### config.mk
export PLATFORM = sky130hd
export DESIGN_NAME = mcv_front
export DESIGN_NICKNAME = d
export VERILOG_FILES = /design/src/design/mcv_pkg.sv /design/src/design/mcv_front.sv
export SDC_FILE = /design/constraint.sdc
export NUM_CORES = 1
export LEC_CHECK = 0
export ABC_AREA = 1
export BUFFER_PORTS_ARGS = -buffer_cell sky130_fd_sc_hd__buf_2
export CORE_MARGIN = 3
export CORE_UTILIZATION = 55
export CTS_BUF_LIST = sky130_fd_sc_hd__clkbuf_8 sky130_fd_sc_hd__clkbuf_16
export CTS_CLUSTER_SIZE = 24
export DETAILED_ROUTE_END_ITERATION = 7
export HOLD_SLACK_MARGIN = 0.02
export PLACE_DENSITY = 0.85
export SYNTH_ARGS = -nofsm -noshare
export SYNTH_HDL_FRONTEND = slang
export SYNTH_SLANG_ARGS = --single-unit
### constraint.sdc
create_clock -name clock -period 4.75 [get_ports clock]
set_input_delay 0.95 -clock clock [delete_from_list [all_inputs] [get_ports clock]]
set_output_delay 0.95 -clock clock [all_outputs]
set_load 0.01 [all_outputs]
### src/design/mcv_pkg.sv
// Shared types and constants for the multichannel convolution engine.
// No dependencies.
`default_nettype none
package mcv_pkg;
   typedef enum logic [1:0] {
      CMD_PIXEL  = 2'd0,
      CMD_WEIGHT = 2'd1,
      CMD_BIAS   = 2'd2,
      CMD_CALC   = 2'd3
   } cmd_type;

   localparam logic [1:0] CSR_KERNEL = 2'd0;
   localparam logic [1:0] CSR_SIDE   = 2'd1;
   localparam logic [1:0] CSR_MAPS   = 2'd2;

   // one command as it travels from front to back
   typedef struct packed {
      cmd_type     command;
      logic [1:0]  in_map;
      logic [2:0]  out_map;
      logic [5:0]  row;
      logic [5:0]  col;
      logic [31:0] value;
   } item_type;
endpackage
`default_nettype wire

### src/design/mcv_front.sv
// Front end: accepts command beats into a short queue.
// Depends on mcv_pkg.
`default_nettype none
module mcv_front (
   input  wire              clock,
   input  wire              reset,
   input  wire              in_valid,
   output logic             in_stall,
   input  mcv_pkg::item_type in_item,
   output logic             q_valid,
   input  wire              q_take,
   output mcv_pkg::item_type q_item
);
   import mcv_pkg::*;

   item_type   mem_ff [4];
   logic [1:0] wr_ff, rd_ff;
   logic [2:0] cnt_ff;
   logic       push, pop;

   assign in_stall = (cnt_ff == 3'd4);
   assign push     = in_valid && !in_stall;
   assign q_valid  = (cnt_ff != 3'd0);
   assign pop      = q_valid && q_take;
   assign q_item   = mem_ff[rd_ff];

   // store beat
   always_ff @(posedge clock) begin
      if (push) mem_ff[wr_ff] <= in_item;
   end

   // advance pointers
   always_ff @(posedge clock) begin
      if (reset) begin
         wr_ff <= '0; rd_ff <= '0; cnt_ff <= '0;
      end else begin
         if (push) wr_ff <= wr_ff + 2'd1;
         if (pop)  rd_ff <= rd_ff + 2'd1;
         cnt_ff <= cnt_ff + {2'd0, push} - {2'd0, pop};
      end
   end

   cnt_bound: assert property (@(posedge clock) disable iff (reset) cnt_ff <= 3'd4)
      else $error("queue count overflow");
   no_push_full: assert property (@(posedge clock) disable iff (reset)
      (cnt_ff == 3'd4) |-> !push) else $error("push into full queue");
   pop_nonempty: assert property (@(posedge clock) disable iff (reset)
      pop |-> (cnt_ff != 3'd0)) else $error("pop from empty queue");
endmodule
`default_nettype wire

== Word-level counts from Yosys, hierarchy flattened ==
Memory sizes are Yosys's and may differ from the RTL's. A register that Yosys moved wholly into a read port is not among the register bits.
Index checks and enable logic that the tools add are counted.

* Flip-flop bits (word level): 7
* Latch bits: 0
* Memory bits (writable): 204
* Memory bits (read-only): 0
* Input port bits: 55
* Output and inout bits: 53
* Word-level logic and storage cells: 17
* Memories kept: 1

* Add/subtract/negate cells: 4
* Multiply operators: 0
* Divide/modulo/power cells: 0
* Order comparisons: 0
* Eq/ne operators: 1
* Shifts and indexed selects: 0
* Muxes and demuxes: 4
* Bitwise operators: 0
* Reduce and logical (&&, ||, !) cells: 4

{| class="wikitable"
|+ Memory list
! name !! depth !! width !! read ports !! clocked after Yosys merged registers in !! wr ports !! RTL line !! text
|-
| mem_ff || 4 || 51 || 1 || 1 || 1 || mcv_front.sv:16 || <nowiki>item_type mem_ff [4];</nowiki>
|}

{| class="wikitable"
|+ Operators by type and width
! operator !! number
|-
| 2-bit by 1-bit adder with 2-bit output, second input constant || 2
|-
| 2-bit two-way mux || 2
|-
| 3-bit by 1-bit adder with 3-bit output || 1
|-
| 3-bit == test, second input constant || 1
|-
| 3-bit nonzero test || 1
|-
| 3-bit by 1-bit subtractor with 3-bit output || 1
|-
| 1-bit logical AND || 2
|-
| 1-bit two-way mux || 2
|-
| 1-bit logical NOT || 1
|}

== Longest topological paths before layout ==
Gate-level depths: netlist (run 1).

* Word-level depth: 5
* Depth in mapped cells: 10
* Depth with buffers taken out: 10

== Worst setup path after synthesis (run 1) ==
Ideal clock, no wire load.

* Path kind: input to register
* Start point: input in_valid
* End point: memory mem_ff[0][0] (netlist name) (enable)
* Library setup time: 460 ps
* Arrival time: 3208 ps
* Required time: 4290 ps
* Path slack: 1082 ps
* Stages: 2
* Path buffers: 0
* Cells stage by stage: nand2_1 nor2_1

* Word-level cells in the longest chain between the ends: 3

{| class="wikitable"
|+ RTL lines
! what !! RTL line !! text
|-
| from (decl) || mcv_front.sv:7 || <nowiki>input wire in_valid,</nowiki>
|-
| 1-bit logical AND || mcv_front.sv:22 || <nowiki>assign push = in_valid && !in_stall;</nowiki>
|-
| 1-bit two-way mux || mcv_front.sv:29 || <nowiki>if (push) mem_ff[wr_ff] <= in_item;</nowiki>
|-
| 1-bit two-way mux (implied by the code) || mcv_front.sv:29 ||
|-
| to (decl) || mcv_front.sv:16 ||
|}

Every way passes these cells.

==> impl_metrics.toml, run 1 <==
[cells_and_area]
multiInputGateArea_um2 = 1490
seqCellArea_um2 = 6310
drive_above_1_share = 0.227
fillCellCount = 953
final_nets = 726
area_growth_pct = 16.9
fin_cells = 859

[detailed_routing]
viasPerCell = 5.84
wire_per_inst_um = 19.7
finalWirelength_mm = 16.9
firstDrtPassIters = 5
ant_nets = 0
routed-via-count = 5019
drt_iter0_markers = 475
drc_errors = 0

[pwr]
clkPwrFrac = 0.339
p_seq_frac = 0.443
p_leak_uw = 0.00338
switchingPower_uw = 1510
ir_drop_v = 0.000411
power.share.combinational = 0.218
switching_share = 0.285
p_per_area_nw_per_um2 = 562
p_int_uw = 3790

[logic_synthesis]
synth_nets = 621
synth_area_um2 = 8070
synth_area_leader_cell = "edfxtp_1"
ys_seq_area_frac = 0.781
synth_edf_count = 204
ys_ff_latch = 213
async_flop_share = 0
yosys_warnings = 0
synthFlopType = "edfxtp_1"
synth_top_area_frac = 0.759
synthCells = 559
avgSynthCellArea_um2 = 14.4
synth_area_leaders = "edfxtp_1, nor2_1, o22ai_1, o21ai_1, o21ai_0"
synth_cell_type_count = 19

[clock_tree]
cts_tree = "done"
clockBufferDepth = 3
clkSinkCount = 213
clk_pin_slew_ns = 0.06
cts-resized-gates = 0
cts_buffers = 21
htreeDepth = 1
cts_setup_buffers = 0
clock_latency_ns = 0.48
hold_buffers = 0
root_buffer = "clkbuf_16"

[job]
cap_viol_max_count = 0

[die]
core_um2 = 14100
ios = 108
dieArea_um2 = 16200
fp-row-count = 43
die_h_um = 127
initial_core_util = 0.573
die_w_um = 127

[sta]
setup_viol = 0
report.final.slew_viol_count = 0
period_needed_ns = 3.53
finalCritPeriodShare = 0.743
slew_headroom = 0.271
max_freq_mhz = 283
fin_hold_ws_ns = 0.507
hold_viol_final = 0
worst_slew_pin_slew_ns = 1.09
finalClockSkew_ns = 0.00608
rsz0062_at_grt = "no"
fin_tns_setup_ns = 0

[grt]
grt_start_max_net_pins = 103
grt_overflow = 0
grt_pass1_wl_mm = 26.0
antenna_found_initial = 2
grt_pass1_vias = 5152
track_usage = 0.204

[setup_path]
critical_path_required_ns = 3.80
cp-start-kind = "register"
crit_fanout = 78
cp_data_arrival_time_ns = 2.58
crit_type = "reg2out"
endpoint_kind = "output port"
rr_worst_depth = 5

[hold_path]
hold_class = "reg2reg"
whs_path_depth = 2

[placed_design]
dp_cells = 821
port_buffers = 107
place_congestion = 0.810
hpwl_mm = 9.86

[outcome]
outcome = "finished, final reports clean"
## sequential cells by signal, summed over array words and instances (netlist names), named ones only
register  count
rd_ff         2
cnt_ff        3
mem_ff      204
wr_ff         2
## worst max-delay path, cell delays in order, from the launching register on
cell	delay (ns)
dfxtp_4	0.34
clkinv_2	0.75
buf_4	0.55
o21ai_1	0.17
o22ai_1	0.11
buf_2	0.15
## routing by layer
metal | wire length (um) | global-route usage | vias up | part of all wire
li1 | - | - | 2288 | -
met1 | 6830 | 0.275 | 2457 | 0.40
met2 | 8180 | 0.333 | 237 | 0.48
met3 | 1570 | 0.0460 | 33 | 0.093
met4 | 299 | 0.0675 | 4 | 0.018
met5 | 21 | 0 | - | 0.0012
## cells in the mapped netlist (4+ instances only)
library cell / n
a21oi_1: 4
clkbuf_1: 6
inv_1: 15
dfxtp_1: 9
buf_4: 5
o21ai_1: 60
nand2_1: 12
o22ai_1: 51
o21ai_0: 43
buf_6: 13
ha_1: 6
buf_2: 6
nor2_1: 115
edfxtp_1: 204
## logic make-up after synthesis
family	Yosys count	synth area share
AND/OR/NAND/NOR	130	0.0609
flip-flops	213	0.781
buffers and inverters	49	0.0384
adder cells (fa/ha/maj)	7	0.0118
AO/OA/AOI/OAI	160	0.108
## worst paths after layout
kind	endpoint	slack (ns)	startpoint
min	rd_ff[0]	0.51	rd_ff[0]
max reg2reg	mem_ff[0][0]	2.11	cnt_ff[1]
min reg2reg	rd_ff[0]	0.51	rd_ff[0]
max	q_item[12]	1.22	register
## metrics by stage
| stage | total power, uW | worst slack (ns) | cell area (um2) | utilization |
|---|---|---|---|---|
| floorplan | 3140 | 1.08 | 8070 | - |
| global placement | 3470 | 1.79 | 8680 | 0.615 |
| detailed placement | 3540 | 1.71 | 8680 | 0.615 |
| CTS | 5340 | 1.20 | 9440 | 0.669 |
| global route | 5530 | 1.04 | 9440 | 0.669 |
| finish | 5300 | 1.22 | 9440 | 0.670 |
## cells in the final DEF, fill, tap and decap left out, types with 4 or more instances in the layout
cell type,count
a21oi_1,4
buf_2,107
buf_4,7
bufinv_16,6
clkbuf_16,21
dfxtp_1,7
edfxtp_1,204
ha_1,6
inv_1,17
nand2_1,12
nor2_1,111
nor2_4,4
o21ai_0,43
o21ai_1,60
o22ai_1,51
## area by class of cell
| cell class | count | share of cell area |
|---|---|---|
| Inverter | 17 | 0.00689 |
| Timing Repair Buffer | 114 | 0.0623 |
| Clock inverter | 16 | 0.0249 |
| Multi-Input combinational cell | 297 | 0.157 |
| Sequential cell | 213 | 0.669 |
| Tap cell | 180 | 0.0239 |
| Clock buffer | 21 | 0.0557 |
| Antenna cell | 1 | 0.000265 |
## power by group through the flow
stage / Combinational, uW / Clock, uW / Sequential, uW
after floorplan: 758 / 0 / 2390
after global placement: 1100 / 0 / 2380
after detailed placement: 1150 / 0 / 2390
after CTS: 1160 / 1820 / 2350
after global routing: 1280 / 1890 / 2370
final: 1150 / 1800 / 2350
(Power assumes the default switching activity.)
==> inputs of run 2 (changes only) <==
==> constraint.sdc (replaced) <==
create_clock -name clock -period 3.3 [get_ports clock]
set_input_delay 0.66 -clock clock [delete_from_list [all_inputs] [get_ports clock]]
set_output_delay 0.66 -clock clock [all_outputs]
set_load 0.01 [all_outputs]
==> run 2 against run 1 <==
  * Sequential power rose by 44%
  * Global-route usage fell by 0.34 points
  * Final cell count rose by 0.23%
  * Via count fell by 2.3%
  * Hold slack got worse by 0.15 ns
  * Count of clock-buffer cells in the layout rose by 2
  * Clock power rose by 31%
  * Critical path depth fell by 1
  * Setup slack got worse by 0.92 ns
  * Clock skew barely moved
  * Utilization fell by 0.20 points
  * Largest cell class unchanged
  * Largest power group unchanged
  * Highest routed layer unchanged
==> impl_metrics.toml, run 2 (synthesized netlist as in run 1, its figures left out) <==
[outcome]
outcome = "finished, final reports clean"

[sta]
setup_viol = 0
worst_slew_pin_slew_ns = 1.02
rsz0062_at_grt = "no"
period_needed_ns = 3.00
finalClockSkew_ns = 0.00596
hold_viol_final = 0
finalCritPeriodShare = 0.910
slew_headroom = 0.318
report.final.slew_viol_count = 0
max_freq_mhz = 333

[cells_and_area]
final_common_cell = "edfxtp_1"
utilization = 0.668
top_register = "mem_ff"
drive_above_1_share = 0.226
layout.cells.most_common_list = "edfxtp_1, nor2_1, buf_2, o21ai_1, o22ai_1"
multiInputGateArea_um2 = 1490
fillCellCount = 976
final_nets = 728
largestRegisters = "mem_ff x204, cnt_ff x3"
area_growth_pct = 16.6
seqCellArea_um2 = 6310
design_area_um2 = 9410
largest_reg_flops = 204

[setup_path]
endpoint_kind = "output port"
cp_data_arrival_time_ns = 2.34
cp-start-kind = "register"
crit_type = "reg2out"
rrSetupSlack_ns = 0.97
critical_path_required_ns = 2.64
crit_fanout = 102

[die]
fp-row-count = 43
die_h_um = 127
core_um2 = 14100
initial_core_util = 0.573
ios = 108
dieArea_um2 = 16200
die_w_um = 127

[clock_tree]
htreeDepth = 1
cts-resized-gates = 0
clkSinkCount = 213
cts_tree = "done"
hold_buffers = 0
clock_latency_ns = 0.48
cts_setup_buffers = 0
cts_buffers = 22
clockBufferDepth = 3
root_buffer = "clkbuf_16"
clk_pin_slew_ns = 0.06

[grt]
grt_overflow = 0
antenna_found_initial = 2
grt_start_max_net_pins = 103
track_usage = 0.200
grt_pass1_vias = 5099
grt_pass1_wl_mm = 25.8

[pwr]
p_per_area_nw_per_um2 = 785
power.total_uw = 7390
ir_drop_v = 0.000528
p_leak_uw = 0.00338

[placed_design]
port_buffers = 107
dpl_cell_area_um2 = 8710
hpwl_mm = 9.10
place_congestion = 0.752

[detailed_routing]
routed-via-count = 4906
drc_errors = 0
finalWirelength_mm = 16.2
wire_per_inst_um = 18.8
viasPerCell = 5.70
ant_nets = 0
firstDrtPassIters = 5
drt_iter0_markers = 473

[job]
cap_viol_max_count = 0

[hold_path]
hold_class = "in2reg"
[run 2: metrics by stage]
step	hold slack, ns	setup TNS (ns)	instances	setup WS, ns
floorplan	0.448	-15.84	559	-0.0776
global placement	0.467	0	822	0.956
detailed placement	0.496	0	822	0.872
CTS	0.340	0	860	0.327
global route	0.355	0	860	0.140
finish	0.360	0	861	0.296
[run 2: layer usage]
| metal | track usage | share of wire | vias up |
|---|---|---|---|
| li1 | - | - | 2295 |
| met1 | 0.270 | 0.40 | 2393 |
| met2 | 0.340 | 0.51 | 191 |
| met3 | 0.0447 | 0.084 | 23 |
| met4 | 0.0435 | 0.013 | 4 |
| met5 | 0 | 0.0015 | - |
[run 2: cell type report]
| class | instances | area share |
|---|---|---|
| sequential | 213 | 0.671 |
| tap | 180 | 0.0239 |
| clock buffer | 23 | 0.0612 |
| antenna | 1 | 0.000266 |
| clock inverter | 15 | 0.0133 |
| inverter | 17 | 0.00691 |
| multi-input combinational | 297 | 0.158 |
| timing repair buffer | 115 | 0.0659 |
[run 2: path summary, 6_finish.rpt]
kind,from,endpoint,depth (start not counted)
worst min-delay path,reset,cnt_ff[1],2
worst min register to register,rd_ff[0],rd_ff[0],2
worst max-delay path,register,q_item[23],4
worst max register to register,cnt_ff[1],cnt_ff[2],10
[run 2: critical path: stages, from the launching register on]
cell and delay (ns):
dfxtp_4 0.35, buf_4 0.76, o21ai_1 0.22, o22ai_1 0.28
buf_2 0.18
[run 2: report_power, final]
group,switching [uW],internal (uW)
clock,939,1410
sequential,82.9,3300
combinational,1110,537
==> inputs of run 3 (changes only) <==
--- a/config.mk
+++ b/config.mk
@@ -9,11 +9,12 @@
 export BUFFER_PORTS_ARGS = -buffer_cell sky130_fd_sc_hd__buf_2
 export CORE_MARGIN = 3
 export CORE_UTILIZATION = 55
-export CTS_BUF_LIST = sky130_fd_sc_hd__clkbuf_8 sky130_fd_sc_hd__clkbuf_16
+export CTS_BUF_LIST = sky130_fd_sc_hd__clkbuf_4 sky130_fd_sc_hd__clkbuf_8
 export CTS_CLUSTER_SIZE = 24
 export DETAILED_ROUTE_END_ITERATION = 7
 export HOLD_SLACK_MARGIN = 0.02
 export PLACE_DENSITY = 0.85
+export SKIP_LAST_GASP = 1
 export SYNTH_ARGS = -nofsm -noshare
 export SYNTH_HDL_FRONTEND = slang
 export SYNTH_SLANG_ARGS = --single-unit
==> run 3 against run 2 <==
  * Fmax down 2.4%
  * Clock power down 2%
  * Critical path type unchanged
  * Hold slack worse by 0.058 ns
  * Sequential power about the same
  * Count of clock-buffer cells in the layout up 14
==> impl_metrics.toml, run 3 (synthesized netlist as in run 1, its figures left out) <==
[sta]
report.final.slew_viol_count = 0
hold_viol_final = 0
worst_slew_pin_slew_ns = 1.02
fin_tns_setup_ns = 0
max_freq_mhz = 325
period_needed_ns = 3.08
setup_viol = 0
slew_headroom = 0.321
finalCritPeriodShare = 0.933
finalClockSkew_ns = 0.0128
setup_ws_ns = 0.221
rsz0062_at_grt = "no"

[hold_path]
hold_class = "in2reg"

[setup_path]
crit_fanout = 102
crit_path_cell_trace = "buf_4 -> o21ai_1 -> o22ai_1 -> buf_2"
cp-start-kind = "register"
cpPeakStageDelay_ns = 0.76
cp_data_arrival_time_ns = 2.42
cp_slowest_cell = "buf_4"
endpoint_kind = "output port"
crit_type = "reg2out"
critical_path_required_ns = 2.64

[cells_and_area]
layout.cells.most_common_list = "edfxtp_1, nor2_1, buf_2, o21ai_1, o22ai_1"
area_growth_pct = 16.6
largestRegisters = "mem_ff x204, cnt_ff x3"
largest_reg_flops = 204
final_nets = 737
top_register = "mem_ff"
drive_above_1_share = 0.249
fillCellCount = 979
final_common_cell = "edfxtp_1"
multiInputGateArea_um2 = 1490
seqCellArea_um2 = 6310

[grt]
antenna_found_initial = 2
track_usage = 0.203
grt_start_max_net_pins = 103
grt_pass1_wl_mm = 26.0
grt_pass1_vias = 5182
grt_overflow = 0

[clock_tree]
clockBufferDepth = 3
cts_setup_buffers = 0
cts_buffers = 31
htreeDepth = 1
clk_pin_slew_ns = 0.06
cts_tree = "done"
hold_buffers = 0
root_buffer = "clkbuf_8"
clock_latency_ns = 0.54
clkSinkCount = 213
cts-resized-gates = 0

[die]
fp-row-count = 43
initial_core_util = 0.573
dieArea_um2 = 16200
ios = 108
core_um2 = 14100
die_h_um = 127
die_w_um = 127

[detailed_routing]
viasPerCell = 5.69
firstDrtPassIters = 4
finalWirelength_mm = 16.3
drt_iter0_markers = 389
routed-via-count = 5014
drc_errors = 0
ant_nets = 0
wire_per_inst_um = 18.5

[placed_design]
hpwl_mm = 9.10
preCtsSetupSlack_ns = 0.872
place_congestion = 0.752
port_buffers = 107

[outcome]
outcome = "finished, final reports clean"

[pwr]
p_per_area_nw_per_um2 = 780
ir_drop_v = 0.000500
p_leak_uw = 0.00338

[job]
cap_viol_max_count = 0
==> run 3: cell types whose count changed in the layout (fill, tap and decap cells not counted) <==
| cell | before | now |
|---|---|---|
| inv_1 | 20 | 15 |
| clkbuf_16 | 23 | 0 |
| clkinv_1 | 2 | 7 |
| clkbuf_8 | 0 | 32 |
| inv_8 | 1 | 0 |
| bufinv_16 | 2 | 5 |
| clkinv_2 | 5 | 9 |
| clkbuf_4 | 0 | 5 |
==> run 3: cell type report <==
class | count | share of cell area
Sequential cell | 213 | 0.670
Multi-Input combinational cell | 297 | 0.158
Clock inverter | 21 | 0.0238
Clock buffer | 37 | 0.0508
Inverter | 17 | 0.00691
Timing Repair Buffer | 115 | 0.0659
Tap cell | 180 | 0.0239
Antenna cell | 1 | 0.000266
==> run 3: stage by stage <==
step	util	area [um2]	instances	hold slack [ns]	power, uW
2_1_floorplan	-	8070	559	0.448	4530
3_3_place_gp	0.618	8710	822	0.467	5010
3_5_place_dp	0.618	8710	822	0.496	5090
4_1_cts	0.668	9410	880	0.272	7400
5_1_grt	0.668	9410	880	0.275	7730
6_report	0.668	9410	881	0.302	7340
==> run 3: path summary, 6_finish.rpt <==
path                            startpoint  slack, ns  depth (start not counted)          to
worst max-delay path              register       0.22                          4  q_item[45]
worst min-delay path                 reset       0.30                          2   cnt_ff[1]
worst max register to register   cnt_ff[1]       0.96                         10   cnt_ff[2]
worst min register to register    rd_ff[0]       0.52                          2    rd_ff[0]
==> run 3: layer usage <==
layer / part of all wire / track usage / vias to the layer above
met5: 0.0013 / 0 / -
met4: 0.017 / 0.0587 / 4
met3: 0.080 / 0.0477 / 37
met2: 0.51 / 0.342 / 190
met1: 0.39 / 0.266 / 2460
li1: - / - / 2323
==> run 3: worst max-delay path: cells and delay by family, from the launching register on <==
family,cells,cell delay [ns]
buffers and inverters,2,0.96
DFF,1,0.35
AOI/OAI and AO/OA,2,0.51
==> run 3: power by group <==
group / total (uW) / leakage (uW) / switching [uW] / internal [uW]
Combinational: 1650 / 0.00107 / 1110 / 537
Clock: 2310 / 0.000366 / 953 / 1350
Sequential: 3380 / 0.00194 / 85.1 / 3300
